--- config.mk ---
export PLATFORM = sky130hd
export DESIGN_NAME = bldc_six_step_ramp_commutator_unit
export DESIGN_NICKNAME = d
export VERILOG_FILES = /design/src/rtl/bscr_pkg.sv /design/src/rtl/bscr_div.sv /design/src/rtl/bscr_dp.sv /design/src/rtl/bscr_ctrl.sv /design/src/rtl/bldc_six_step_ramp_commutator_unit.sv
export SDC_FILE = /design/constraint.sdc
export NUM_CORES = 1
export LEC_CHECK = 0
export ABC_CLOCK_PERIOD_IN_PS = 9500
export BUFFER_PORTS_ARGS = -buffer_cell sky130_fd_sc_hd__buf_2
export CAP_MARGIN = 20
export CORE_MARGIN = 2
export CORE_UTILIZATION = 59
export DETAILED_ROUTE_END_ITERATION = 12
export PLACE_DENSITY_LB_ADDON = 0.3
export SLEW_MARGIN = 20
export SYNTH_ARGS = -nofsm -noshare
export SYNTH_HDL_FRONTEND = slang
export SYNTH_HIERARCHICAL = 1
export SYNTH_SLANG_ARGS = --single-unit
--- constraint.sdc ---
create_clock -name i_clk -period 9.5 [get_ports i_clk]
set_input_delay 0.95 -clock i_clk [delete_from_list [all_inputs] [get_ports i_clk]]
set_output_delay 0.95 -clock i_clk [all_outputs]
set_load 0.01 [all_outputs]
--- src/rtl/bscr_pkg.sv ---
// Shared types, constants and phase tables for the six-step ramp commutator.
package bscr_pkg;

    // PWM resolution and derived duty levels
    localparam int DUTY_BITS  = 10;
    localparam int PWM_FULL   = (1 << DUTY_BITS) - 1;
    localparam int DUTY_FLOOR = PWM_FULL * 60 / 100;
    localparam int DUTY_ALIGN = PWM_FULL * 4 / 10;
    localparam int MAG_SCALE  = 1000;

    // Field widths of the item ports
    localparam int THR_W      = 11;
    localparam int OUT_DUTY_W = 10;
    localparam int HOLD_W     = 20;
    localparam int CH_W       = 3;
    localparam int CFG_W      = 16;
    localparam int CFG_IDX_W  = 2;

    // Divider geometry
    localparam int DIV_NUM_W = 32;
    localparam int DIV_DEN_W = 16;

    // Per-mille scaling by reciprocal multiply: mag * RCP_MUL >> RCP_SHIFT
    // equals mag * PWM_FULL / MAG_SCALE exactly for every throttle magnitude
    localparam int     RCP_SHIFT = 29;
    localparam longint RCP_MUL   = ((longint'(1) << RCP_SHIFT) + MAG_SCALE - 1) / MAG_SCALE
                                   * PWM_FULL;
    localparam int     RCP_W     = 30;
    localparam int     SCL_W     = THR_W + RCP_W;

    // Hold times in microseconds
    localparam logic [HOLD_W-1:0] HOLD_ZERO      = 20'd10000;
    localparam logic [HOLD_W-1:0] HOLD_ALIGN     = 20'd800000;
    localparam logic [HOLD_W-1:0] HOLD_FAULT_OFF = 20'd200000;
    localparam logic [HOLD_W-1:0] HOLD_PRECHARGE = 20'd5000;
    localparam logic [HOLD_W-1:0] HOLD_SETTLE    = 20'd1000;

    // Register reset values
    localparam logic [CFG_W-1:0] RST_START    = 16'd5000;
    localparam logic [CFG_W-1:0] RST_END      = 16'd1500;
    localparam logic [CFG_W-1:0] RST_DEC      = 16'd50;
    localparam logic [CFG_W-1:0] RST_INTERVAL = 16'd100;

    // Output action codes
    localparam logic [1:0] ACT_OFF       = 2'd0;
    localparam logic [1:0] ACT_DRIVE     = 2'd1;
    localparam logic [1:0] ACT_PRECHARGE = 2'd2;

    typedef enum logic [CFG_IDX_W-1:0] {
        CFG_START    = 2'd0,
        CFG_END      = 2'd1,
        CFG_DEC      = 2'd2,
        CFG_INTERVAL = 2'd3
    } t_cfg_idx;

    typedef struct packed {
        logic signed [THR_W-1:0] throttle;
        logic                    safe_mode;
        logic                    driver_fault;
    } t_in_item;

    typedef struct packed {
        logic [1:0]            action;
        logic [CH_W-1:0]       high_channel;
        logic [OUT_DUTY_W-1:0] high_duty;
        logic [CH_W-1:0]       low_channel;
        logic [HOLD_W-1:0]     hold_time;
        logic                  clear_faults;
        logic                  last;
    } t_out_item;

    // Which result the datapath loads into the output register
    typedef enum logic [2:0] {
        EM_HALT,
        EM_ZERO,
        EM_ALIGN,
        EM_DRIVE,
        EM_FOFF,
        EM_PRE,
        EM_SETTLE
    } t_emit;

    typedef struct packed {
        logic  load_in;
        logic  set_halt;
        logic  zero_upd;
        logic  align_upd;
        logic  mul_mag;
        logic  mul_ramp;
        logic  div_start;
        logic  take_target;
        logic  take_duty_div;
        logic  take_duty_tgt;
        logic  drive_upd;
        logic  emit;
        t_emit emit_kind;
        logic  emit_last;
    } t_cmd;

    typedef struct packed {
        logic halt_case;
        logic zero_case;
        logic dir_change;
        logic ramp_active;
        logic fault_hit;
        logic div_done;
        logic slot_free;
    } t_stat;

    // Phase pair of each commutation step; out-of-range steps act as step 0
    function automatic logic [CH_W-1:0] hi_of_step(input logic [2:0] s);
        case (s)
            3'd2, 3'd3: hi_of_step = 3'd4;
            3'd4, 3'd5: hi_of_step = 3'd2;
            default:    hi_of_step = 3'd0;
        endcase
    endfunction

    function automatic logic [CH_W-1:0] lo_of_step(input logic [2:0] s);
        case (s)
            3'd1, 3'd2: lo_of_step = 3'd3;
            3'd3, 3'd4: lo_of_step = 3'd1;
            default:    lo_of_step = 3'd5;
        endcase
    endfunction

endpackage

--- src/rtl/bscr_div.sv ---
// Restoring unsigned divider, two quotient bits per cycle.
module bscr_div (
    input  logic                           i_clk,
    input  logic                           i_rst_n,
    input  logic                           i_start,
    input  logic [bscr_pkg::DIV_NUM_W-1:0] i_num,
    input  logic [bscr_pkg::DIV_DEN_W-1:0] i_den,
    output logic                           o_done,
    output logic [bscr_pkg::DIV_NUM_W-1:0] o_quo
);
    import bscr_pkg::*;

    localparam int ITER  = DIV_NUM_W / 2;
    localparam int CNT_W = $clog2(ITER);

    logic                 r_busy;
    logic                 r_done;
    logic [CNT_W-1:0]     r_cnt;
    logic [DIV_NUM_W-1:0] r_quo;
    logic [DIV_DEN_W-1:0] r_rem;
    logic [DIV_DEN_W-1:0] r_den;
    logic [DIV_DEN_W:0]   w_s1;
    logic [DIV_DEN_W:0]   w_s2;

    // returns {quotient bit, new remainder}
    function automatic logic [DIV_DEN_W:0] div_step(input logic [DIV_DEN_W-1:0] rem,
                                                    input logic               bit_in,
                                                    input logic [DIV_DEN_W-1:0] den);
        logic [DIV_DEN_W:0] t;
        logic [DIV_DEN_W:0] d;
        t = {rem, bit_in};
        d = {1'b0, den};
        if (t >= d) begin
            div_step = {1'b1, DIV_DEN_W'(t - d)};
        end else begin
            div_step = {1'b0, t[DIV_DEN_W-1:0]};
        end
    endfunction

    assign w_s1 = div_step(r_rem, r_quo[DIV_NUM_W-1], r_den);
    assign w_s2 = div_step(w_s1[DIV_DEN_W-1:0], r_quo[DIV_NUM_W-2], r_den);

    always_ff @(posedge i_clk) begin
        if (!i_rst_n) begin
            r_busy <= 1'b0;
            r_done <= 1'b0;
            r_cnt  <= '0;
        end else begin
            r_done <= 1'b0;
            if (i_start) begin
                r_busy <= 1'b1;
                r_cnt  <= CNT_W'(ITER - 1);
            end else if (r_busy) begin
                if (r_cnt == '0) begin
                    r_busy <= 1'b0;
                    r_done <= 1'b1;
                end else begin
                    r_cnt <= r_cnt - 1'b1;
                end
            end
        end
    end

    always_ff @(posedge i_clk) begin
        if (i_start) begin
            r_quo <= i_num;
            r_rem <= '0;
            r_den <= i_den;
        end else if (r_busy) begin
            r_quo <= {r_quo[DIV_NUM_W-3:0], w_s1[DIV_DEN_W], w_s2[DIV_DEN_W]};
            r_rem <= w_s2[DIV_DEN_W-1:0];
        end
    end

    assign o_done = r_done;
    assign o_quo  = r_quo;

endmodule

--- src/rtl/bscr_dp.sv ---
// Datapath: registers, commutation state, duty arithmetic and output register.
module bscr_dp (
    input  logic                            i_clk,
    input  logic                            i_rst_n,
    input  bscr_pkg::t_cmd                  i_cmd,
    output bscr_pkg::t_stat                 o_stat,
    input  bscr_pkg::t_in_item              i_in_item,
    input  logic                            i_cfg_valid,
    input  logic [bscr_pkg::CFG_IDX_W-1:0]  i_cfg_index,
    input  logic [bscr_pkg::CFG_W-1:0]      i_cfg_data,
    output logic                            o_out_valid,
    input  logic                            i_out_ready,
    output bscr_pkg::t_out_item             o_out_item
);
    import bscr_pkg::*;

    localparam logic [1:0] DIR_NONE = 2'd0;
    localparam logic [1:0] DIR_FWD  = 2'd1;
    localparam logic [1:0] DIR_REV  = 2'd2;
    localparam logic [DUTY_BITS-1:0] FULL_V  = DUTY_BITS'(PWM_FULL);
    localparam logic [DUTY_BITS-1:0] FLOOR_V = DUTY_BITS'(DUTY_FLOOR);
    localparam logic [RCP_W-1:0]     RCP_V   = RCP_W'(RCP_MUL);
    localparam int                   TGT_W   = SCL_W - RCP_SHIFT;

    // configuration
    logic [CFG_W-1:0] r_cfg_start;
    logic [CFG_W-1:0] r_cfg_end;
    logic [CFG_W-1:0] r_cfg_dec;
    logic [CFG_W-1:0] r_cfg_interval;

    // commutation state
    logic [2:0]       r_step;
    logic             r_dir;
    logic [1:0]       r_prev_dir;
    logic [CFG_W-1:0] r_period;
    logic [CFG_W-1:0] r_fcnt;
    logic             r_halted;
    logic             r_out_valid;

    // payload
    t_in_item             r_in;
    logic [SCL_W-1:0]     r_scaled;
    logic [DIV_NUM_W-1:0] r_prod;
    logic [DUTY_BITS-1:0] r_target;
    logic [DUTY_BITS-1:0] r_duty;
    t_out_item            r_out;

    logic                 w_neg;
    logic [THR_W-1:0]     w_mag;
    logic [1:0]           w_dir_code;
    logic [CFG_W-1:0]     w_fcnt_inc;
    logic                 w_fire;
    logic                 w_fault;
    logic                 w_ramp;
    logic [2:0]           w_step_next;
    logic [CFG_W-1:0]     w_period_next;
    logic [CFG_W-1:0]     w_gap;
    logic [TGT_W-1:0]     w_tgt_raw;
    logic                 w_div_done;
    logic [DIV_NUM_W-1:0] w_quo;
    t_out_item            w_item;

    assign w_neg      = r_in.throttle[THR_W-1];
    assign w_mag      = w_neg ? $unsigned(-r_in.throttle) : $unsigned(r_in.throttle);
    assign w_dir_code = w_neg ? DIR_REV : DIR_FWD;
    assign w_fcnt_inc = r_fcnt + 1'b1;
    assign w_fire     = w_fcnt_inc >= r_cfg_interval;
    assign w_fault    = w_fire & r_in.driver_fault;
    assign w_ramp     = r_period > r_cfg_end;
    assign w_gap      = r_period - r_cfg_end;
    assign w_tgt_raw  = r_scaled[SCL_W-1:RCP_SHIFT];

    always_comb begin
        if (r_dir) begin
            w_step_next = (r_step == 3'd0 || r_step > 3'd5) ? 3'd5 : r_step - 3'd1;
        end else if (r_step == 3'd5) begin
            w_step_next = 3'd0;
        end else if (r_step > 3'd5) begin
            w_step_next = 3'd1;
        end else begin
            w_step_next = r_step + 3'd1;
        end
        if (!w_ramp) begin
            w_period_next = r_period;
        end else if (w_gap < r_cfg_dec) begin
            w_period_next = r_cfg_end;
        end else begin
            w_period_next = r_period - r_cfg_dec;
        end
    end

    bscr_div u_div (
        .i_clk   (i_clk),
        .i_rst_n (i_rst_n),
        .i_start (i_cmd.div_start),
        .i_num   (r_prod),
        .i_den   (r_period),
        .o_done  (w_div_done),
        .o_quo   (w_quo)
    );

    // result selection
    always_comb begin
        w_item              = '0;
        w_item.last         = i_cmd.emit_last;
        case (i_cmd.emit_kind)
            EM_HALT: begin
                w_item.action = ACT_OFF;
            end
            EM_ZERO: begin
                w_item.action    = ACT_OFF;
                w_item.hold_time = HOLD_ZERO;
            end
            EM_ALIGN: begin
                w_item.action       = ACT_DRIVE;
                w_item.high_channel = hi_of_step(3'd0);
                w_item.low_channel  = lo_of_step(3'd0);
                w_item.high_duty    = OUT_DUTY_W'(DUTY_ALIGN);
                w_item.hold_time    = HOLD_ALIGN;
            end
            EM_DRIVE: begin
                w_item.action       = ACT_DRIVE;
                w_item.high_channel = hi_of_step(r_step);
                w_item.low_channel  = lo_of_step(r_step);
                w_item.high_duty    = OUT_DUTY_W'(r_duty);
                w_item.hold_time    = HOLD_W'(r_period);
            end
            EM_FOFF: begin
                w_item.action    = ACT_OFF;
                w_item.hold_time = HOLD_FAULT_OFF;
            end
            EM_PRE: begin
                w_item.action       = ACT_PRECHARGE;
                w_item.hold_time    = HOLD_PRECHARGE;
                w_item.clear_faults = 1'b1;
            end
            EM_SETTLE: begin
                w_item.action    = ACT_OFF;
                w_item.hold_time = HOLD_SETTLE;
            end
            default: begin
                w_item.action = ACT_OFF;
            end
        endcase
    end

    // control state
    always_ff @(posedge i_clk) begin
        if (!i_rst_n) begin
            r_cfg_start    <= RST_START;
            r_cfg_end      <= RST_END;
            r_cfg_dec      <= RST_DEC;
            r_cfg_interval <= RST_INTERVAL;
            r_step         <= 3'd0;
            r_dir          <= 1'b0;
            r_prev_dir     <= DIR_NONE;
            r_period       <= RST_START;
            r_fcnt         <= '0;
            r_halted       <= 1'b0;
            r_out_valid    <= 1'b0;
        end else begin
            if (i_cfg_valid) begin
                unique case (t_cfg_idx'(i_cfg_index))
                    CFG_START:    r_cfg_start    <= i_cfg_data;
                    CFG_END:      r_cfg_end      <= i_cfg_data;
                    CFG_DEC:      r_cfg_dec      <= i_cfg_data;
                    CFG_INTERVAL: r_cfg_interval <= i_cfg_data;
                    default:      r_cfg_start    <= r_cfg_start;
                endcase
            end
            if (i_cmd.set_halt) begin
                r_halted <= 1'b1;
            end
            if (i_cmd.zero_upd) begin
                r_period   <= r_cfg_start;
                r_prev_dir <= DIR_NONE;
                r_step     <= 3'd0;
            end
            if (i_cmd.align_upd) begin
                r_dir      <= w_neg;
                r_prev_dir <= w_dir_code;
                r_period   <= r_cfg_start;
                r_step     <= 3'd0;
            end
            if (i_cmd.drive_upd) begin
                r_step   <= w_step_next;
                r_fcnt   <= w_fire ? '0 : w_fcnt_inc;
                r_period <= w_fault ? r_cfg_start : w_period_next;
            end
            if (i_cmd.emit) begin
                r_out_valid <= 1'b1;
            end else if (i_out_ready) begin
                r_out_valid <= 1'b0;
            end
        end
    end

    // payload registers
    always_ff @(posedge i_clk) begin
        if (i_cmd.load_in) begin
            r_in <= i_in_item;
        end
        if (i_cmd.mul_mag) begin
            r_scaled <= SCL_W'(w_mag) * SCL_W'(RCP_V);
        end
        if (i_cmd.mul_ramp) begin
            r_prod <= DIV_NUM_W'(r_target) * DIV_NUM_W'(r_cfg_end);
        end
        if (i_cmd.take_target) begin
            if (w_tgt_raw > TGT_W'(FULL_V)) begin
                r_target <= FULL_V;
            end else if (w_tgt_raw < TGT_W'(FLOOR_V)) begin
                r_target <= FLOOR_V;
            end else begin
                r_target <= w_tgt_raw[DUTY_BITS-1:0];
            end
        end
        if (i_cmd.take_duty_div) begin
            r_duty <= w_quo[DUTY_BITS-1:0];
        end else if (i_cmd.take_duty_tgt) begin
            r_duty <= r_target;
        end
        if (i_cmd.emit) begin
            r_out <= w_item;
        end
    end

    assign o_stat.halt_case   = r_halted | r_in.safe_mode;
    assign o_stat.zero_case   = r_in.throttle == '0;
    assign o_stat.dir_change  = w_dir_code != r_prev_dir;
    assign o_stat.ramp_active = w_ramp;
    assign o_stat.fault_hit   = w_fault;
    assign o_stat.div_done    = w_div_done;
    assign o_stat.slot_free   = !r_out_valid | i_out_ready;

    assign o_out_valid = r_out_valid;
    assign o_out_item  = r_out;

endmodule

--- src/rtl/bscr_ctrl.sv ---
// Controller: sequences one pass through decision, duty math and result emission.
module bscr_ctrl (
    input  logic            i_clk,
    input  logic            i_rst_n,
    input  logic            i_in_valid,
    output logic            o_in_ready,
    input  bscr_pkg::t_stat i_stat,
    output bscr_pkg::t_cmd  o_cmd
);
    import bscr_pkg::*;

    typedef enum logic [3:0] {
        S_IDLE,
        S_DECIDE,
        S_MUL1,
        S_CLAMP,
        S_TGT,
        S_GO2,
        S_WAIT2,
        S_DRIVE,
        S_FOFF,
        S_FPRE,
        S_FSET
    } t_state;

    t_state r_state;
    t_state n_state;
    logic   r_in_ready;
    t_cmd   w_cmd;

    always_comb begin
        n_state = r_state;
        w_cmd   = '0;
        unique case (r_state)
            S_IDLE: begin
                if (i_in_valid) begin
                    w_cmd.load_in = 1'b1;
                    n_state       = S_DECIDE;
                end
            end
            S_DECIDE: begin
                if (i_stat.halt_case) begin
                    if (i_stat.slot_free) begin
                        w_cmd.emit      = 1'b1;
                        w_cmd.emit_kind = EM_HALT;
                        w_cmd.emit_last = 1'b1;
                        w_cmd.set_halt  = 1'b1;
                        n_state         = S_IDLE;
                    end
                end else if (i_stat.zero_case) begin
                    if (i_stat.slot_free) begin
                        w_cmd.emit      = 1'b1;
                        w_cmd.emit_kind = EM_ZERO;
                        w_cmd.emit_last = 1'b1;
                        w_cmd.zero_upd  = 1'b1;
                        n_state         = S_IDLE;
                    end
                end else if (i_stat.dir_change) begin
                    if (i_stat.slot_free) begin
                        w_cmd.emit      = 1'b1;
                        w_cmd.emit_kind = EM_ALIGN;
                        w_cmd.align_upd = 1'b1;
                        n_state         = S_MUL1;
                    end
                end else begin
                    n_state = S_MUL1;
                end
            end
            S_MUL1: begin
                w_cmd.mul_mag = 1'b1;
                n_state       = S_CLAMP;
            end
            S_CLAMP: begin
                w_cmd.take_target = 1'b1;
                n_state           = S_TGT;
            end
            S_TGT: begin
                if (i_stat.ramp_active) begin
                    w_cmd.mul_ramp = 1'b1;
                    n_state        = S_GO2;
                end else begin
                    w_cmd.take_duty_tgt = 1'b1;
                    n_state             = S_DRIVE;
                end
            end
            S_GO2: begin
                w_cmd.div_start = 1'b1;
                n_state         = S_WAIT2;
            end
            S_WAIT2: begin
                if (i_stat.div_done) begin
                    w_cmd.take_duty_div = 1'b1;
                    n_state             = S_DRIVE;
                end
            end
            S_DRIVE: begin
                if (i_stat.slot_free) begin
                    w_cmd.emit      = 1'b1;
                    w_cmd.emit_kind = EM_DRIVE;
                    w_cmd.emit_last = !i_stat.fault_hit;
                    w_cmd.drive_upd = 1'b1;
                    n_state         = i_stat.fault_hit ? S_FOFF : S_IDLE;
                end
            end
            S_FOFF: begin
                if (i_stat.slot_free) begin
                    w_cmd.emit      = 1'b1;
                    w_cmd.emit_kind = EM_FOFF;
                    n_state         = S_FPRE;
                end
            end
            S_FPRE: begin
                if (i_stat.slot_free) begin
                    w_cmd.emit      = 1'b1;
                    w_cmd.emit_kind = EM_PRE;
                    n_state         = S_FSET;
                end
            end
            S_FSET: begin
                if (i_stat.slot_free) begin
                    w_cmd.emit      = 1'b1;
                    w_cmd.emit_kind = EM_SETTLE;
                    w_cmd.emit_last = 1'b1;
                    n_state         = S_IDLE;
                end
            end
            default: begin
                n_state = S_IDLE;
            end
        endcase
        // load only when the port really hands over an item
        w_cmd.load_in = w_cmd.load_in & r_in_ready;
        if (r_state == S_IDLE && !r_in_ready) begin
            n_state = S_IDLE;
        end
    end

    always_ff @(posedge i_clk) begin
        if (!i_rst_n) begin
            r_state    <= S_IDLE;
            r_in_ready <= 1'b1;
        end else begin
            r_state    <= n_state;
            r_in_ready <= n_state == S_IDLE;
        end
    end

    assign o_in_ready = r_in_ready;
    assign o_cmd      = w_cmd;

endmodule

--- src/rtl/bldc_six_step_ramp_commutator_unit.sv ---
// Top level of the six-step open-loop commutator with start-up period ramp.
//
// Usage:
//  - Input channel (i_in_valid / o_in_ready, i_in_item): one item per control
//    pass, carrying throttle, safe-mode request and the driver fault line.
//  - Output channel (o_out_valid / i_out_ready, o_out_item): one to five
//    result items per pass, in order; the final one carries last = 1.
//  - Config channel (i_cfg_valid / o_cfg_ready, i_cfg_index, i_cfg_data):
//    always ready; write only while no pass is in flight.
//  - One pass at a time: no new item is taken while a pass is in flight.
//    A shutdown or zero-throttle result is emitted from the decision step.
//    A drive result goes through the multiply, clamp and target steps and,
//    with ramp scaling, the divider; the per-mille scaling is a reciprocal
//    multiply, the ramp scaling a divider making two quotient bits a cycle
//    over a 32-bit numerator. Fault handling adds one controller step per
//    extra result.
//  - Results go through a single output register. When the receiver stalls,
//    the controller holds in its current step until the register frees up;
//    no result is dropped, and the next input item is taken after the last
//    result of the current pass has entered the output register.
//  - Reset (i_rst_n low, synchronous) restores register defaults, step 0,
//    no previous direction, period = ramp start, clears halt and the output.
module bldc_six_step_ramp_commutator_unit (
    input  logic                            i_clk,
    input  logic                            i_rst_n,
    input  logic                            i_in_valid,
    output logic                            o_in_ready,
    input  bscr_pkg::t_in_item              i_in_item,
    output logic                            o_out_valid,
    input  logic                            i_out_ready,
    output bscr_pkg::t_out_item             o_out_item,
    input  logic                            i_cfg_valid,
    output logic                            o_cfg_ready,
    input  logic [bscr_pkg::CFG_IDX_W-1:0]  i_cfg_index,
    input  logic [bscr_pkg::CFG_W-1:0]      i_cfg_data
);
    import bscr_pkg::*;

    t_cmd  w_cmd;
    t_stat w_stat;

    // controller: pass sequencing and result ordering
    bscr_ctrl u_ctrl (
        .i_clk      (i_clk),
        .i_rst_n    (i_rst_n),
        .i_in_valid (i_in_valid),
        .o_in_ready (o_in_ready),
        .i_stat     (w_stat),
        .o_cmd      (w_cmd)
    );

    // datapath: config, commutation state, duty math, output register
    bscr_dp u_dp (
        .i_clk       (i_clk),
        .i_rst_n     (i_rst_n),
        .i_cmd       (w_cmd),
        .o_stat      (w_stat),
        .i_in_item   (i_in_item),
        .i_cfg_valid (i_cfg_valid),
        .i_cfg_index (i_cfg_index),
        .i_cfg_data  (i_cfg_data),
        .o_out_valid (o_out_valid),
        .i_out_ready (i_out_ready),
        .o_out_item  (o_out_item)
    );

    // register writes are always accepted
    assign o_cfg_ready = 1'b1;

endmodule

==> results.json <==
{
  "drv_cap": 0,
  "hold_viol": 0,
  "initial_core_util_pct": 60.1,
  "grt_pass1_vias": 19800,
  "antenna_found_initial": 1,
  "hold_depth": 2,
  "path_class": "flip-flop to flip-flop",
  "die_h_um": 211,
  "drt_iter0_drc": 1386,
  "fin_setup_tns_ns": 0,
  "seq_area_sq_um": 7280,
  "cts_tree": "yes",
  "tightestPinTransition_ns": 1.07,
  "fin_nets": 3234,
  "drc_errors": 0,
  "path_max_fanout": 14,
  "rr_worst_depth": 21,
  "gp_congestion": 0.965,
  "ant_nets": 0,
  "drt_wl_total_mm": 62.9,
  "htreeDepth": 1,
  "fin_crit_ns": 7.36,
  "synth-edff-count": 155,
  "rows": 75,
  "dp.final_hpwl_mm": 49.2,
  "drive_gt1_share_pct": 8.68,
  "cp-start-kind": "flip-flop",
  "run_status": "finished, final reports clean",
  "ys.flop_type": "edfxtp_1",
  "syn_inst": 2702,
  "skew_ns": 0.0105,
  "worstReg2RegStart": "u_dp/r_in[2]",
  "grt.busiest_layer": "met2",
  "multiInputGateArea_sq_um": 16300,
  "r2r_end": "u_dp/r_scaled[38]",
  "path_cells": "inv_1 -> ha_1 -> nand2_1 -> nand2_1 -> xnor2_1 -> ha_1 -> fa_1 -> fa_1 -> fa_1 -> inv_1 -> fa_1 -> inv_1 -> ha_1 -> and3_1 -> and3_1 -> nand3_1 -> nor4b_1 -> o21ai_1 -> nand2_1 -> o211ai_1 -> xnor2_1",
  "path_common_cell": "fa_1",
  "grt_overflow": 0,
  "vias": 19600,
  "io_pins": 79,
  "synth.avg_cell_area_sq_um": 9.39,
  "ys_seq_area_share_pct": 28.7,
  "grt_max_degree": 62,
  "stdcell_area_sq_um": 27000,
  "fillers": 3488,
  "dieArea_sq_um": 44700,
  "met2_usage_pct": 47.6,
  "min_path_type": "flip-flop to flip-flop",
  "synth-warning-count": 6,
  "numCtsBuffers": 29,
  "timing.final.crit_share_pct": 77.5,
  "rsz0062_at_grt": "no",
  "met3_usage_pct": 5.30,
  "dr.pass1.iters": 6,
  "worstPathArrival_ns": 7.64,
  "crit_family": "adder cells",
  "path_clk_slew_ns": 0.06,
  "synth_top_area_share_pct": 18.3,
  "ctsResizeCount": 0,
  "synthTopCellsByArea": "edfxtp_1, fa_1, ha_1",
  "fp.coreArea_sq_um": 42200,
  "via_per_inst": 5.94,
  "hold_path.startpoint": "u_dp/r_cfg_dec[11]",
  "final-setup-viol-count": 0,
  "cts_setup_buffers": 0,
  "grt_use_met1_pct": 38.2,
  "clkSinkCount": 286,
  "cpMaxStageDelayCell": "edfxtp_1",
  "clkLatencyLatePin_ns": 0.57,
  "die_x_um": 211,
  "max_stage_delay_ns": 0.80,
  "portBuffers": 76,
  "placed_area_sq_um": 26100,
  "crit_buf_inv": 3,
  "max-clock-path-buffers": 3,
  "rrSetupSlack_ns": 2.14,
  "max_freq_mhz": 136,
  "hold_buffers": 0,
  "track_usage_pct": 28.7,
  "finalMaxSlewViolations": 0,
  "async_flop_share_pct": 0,
  "cts_root_buf": "clkbuf_16",
  "grt_pass1_wl_mm": 101,
  "hold-path-endpoint": "u_dp/r_cfg_dec[11]",
  "slew_headroom_pct": 28.7,
  "synth_top_cell_by_area": "edfxtp_1",
  "wl_per_cell_um": 19.1,
  "cp-end-kind": "flip-flop",
  "syn2layout_area_growth_pct": 6.45,
  "syn_area_sq_um": 25400,
  "ys_ff_latch": 286,
  "synth_cell_type_count": 104,
  "cp_data_required_time_ns": 9.78
}
-- synthesized netlist by cell type (10+ instances only) --
master      n
a21boi_0   20
or3_1      10
xor2_1     29
dfxtp_1   131
o21a_1     26
o21bai_1   15
nor4_1     19
o211ai_1   27
xnor2_1    79
a21o_1     25
inv_1     365
nand2b_1   33
mux2_2     53
and3_1     34
nor2b_1    21
a31oi_1    14
fa_1      193
nand2_1   316
nand3_1    57
edfxtp_1  155
mux2i_1    12
o21ai_0    66
nand4_1    17
or2_2      11
a311oi_1   13
clkbuf_1   77
o21ai_1    22
and2_1     80
a211oi_1   14
nor2_1    117
ha_1      275
a21oi_1   170
nor3_1     34
-- area by class of cell --
cell class / count / share of cell area (%)
multi-input combinational: 1949 / 60.2
sequential: 286 / 26.9
inverter: 369 / 5.13
clock buffer: 36 / 2.86
tap: 539 / 2.50
timing repair buffer: 95 / 1.94
clock inverter: 17 / 0.412
antenna: 1 / 0.00926
-- cell families after synthesis --
logic type / Yosys count / share of synthesized area (%)
adder cells (fa/ha/maj): 468 / 28.8
AO/OA/AOI/OAI: 507 / 13.3
AND/OR/NAND/NOR: 791 / 15.2
multiplexers: 66 / 2.87
buffers and inverters: 473 / 7.45
flip-flops: 286 / 28.7
other: 3 / 0.0444
XOR/XNOR: 108 / 3.73
-- per-layer routing --
metal  wire [um]  part of all wire, %
met1       26400                   42
met5           0                    0
met3        5090                  8.1
met2       29400                   47
met4        2010                  3.2
-- placed cells by master, fill, tap and decap left out, drive strengths merged, types with 35 or more instances in the layout --
cell type    n
buf         95
and3        37
clkbuf      36
ha         275
dfxtp      131
o21ai       88
nor2       118
fa         193
xnor2       79
inv        371
edfxtp     155
nand2      317
and2        81
nand3       57
a21oi      172
nor3        35
mux2        54
-- how the worst max path moves through the flow --
stage,from,to,cells after the start
floorplan,u_dp/r_in[2],u_dp/r_scaled[29],22
global placement,u_dp/r_in[2],u_dp/r_scaled[38],23
detailed placement,u_dp/r_in[2],u_dp/r_scaled[38],23
CTS,u_dp/r_in[2],u_dp/r_scaled[38],23
global route,u_dp/r_in[2],u_dp/r_scaled[38],21
finish,u_dp/r_in[2],u_dp/r_scaled[38],21
-- stage by stage --
step	util [%]	hold slack, ns	instances	worst slack, ns
after floorplan	-	0.431	2708	3.31
after global placement	61.8	0.442	3238	2.36
after detailed placement	61.8	0.448	3238	2.05
after CTS	63.9	0.457	3291	2.02
after global routing	64.0	0.478	3291	1.66
final	64.0	0.457	3292	2.14
-- worst register-to-register path, stage by stage (launching register included) --
cell and delay, ns:
edfxtp_1 0.80, inv_1 0.28, ha_1 0.32, nand2_1 0.07
nand2_1 0.06, xnor2_1 0.77, ha_1 0.47, fa_1 0.59
fa_1 0.47, fa_1 0.55, inv_1 0.06, fa_1 0.53
inv_1 0.04, ha_1 0.30, and3_1 0.21, and3_1 0.21
nand3_1 0.11, nor4b_1 0.54, o21ai_1 0.20, nand2_1 0.17
o211ai_1 0.15, xnor2_1 0.18
-- registers in the layout, summed over array words and instances, names as in the netlist, 10 cells and up --
name                 count
u_dp/r_scaled           12
u_dp/r_in               13
u_dp/u_div/r_den        16
u_dp/r_prod             26
u_dp/u_div/r_rem        16
u_dp/r_period           16
u_dp/r_duty             10
u_dp/r_target           10
u_dp/r_cfg_start        16
u_dp/o_out_item         36
u_dp/u_div/o_quo        32
u_dp/r_cfg_interval     16
u_dp/r_cfg_end          16
u_dp/r_fcnt             16
u_dp/r_cfg_dec          16
Power is left out: the tool's default activity adds up to more than one toggle a clock period on the data nets, which glitch-free logic cannot reach.
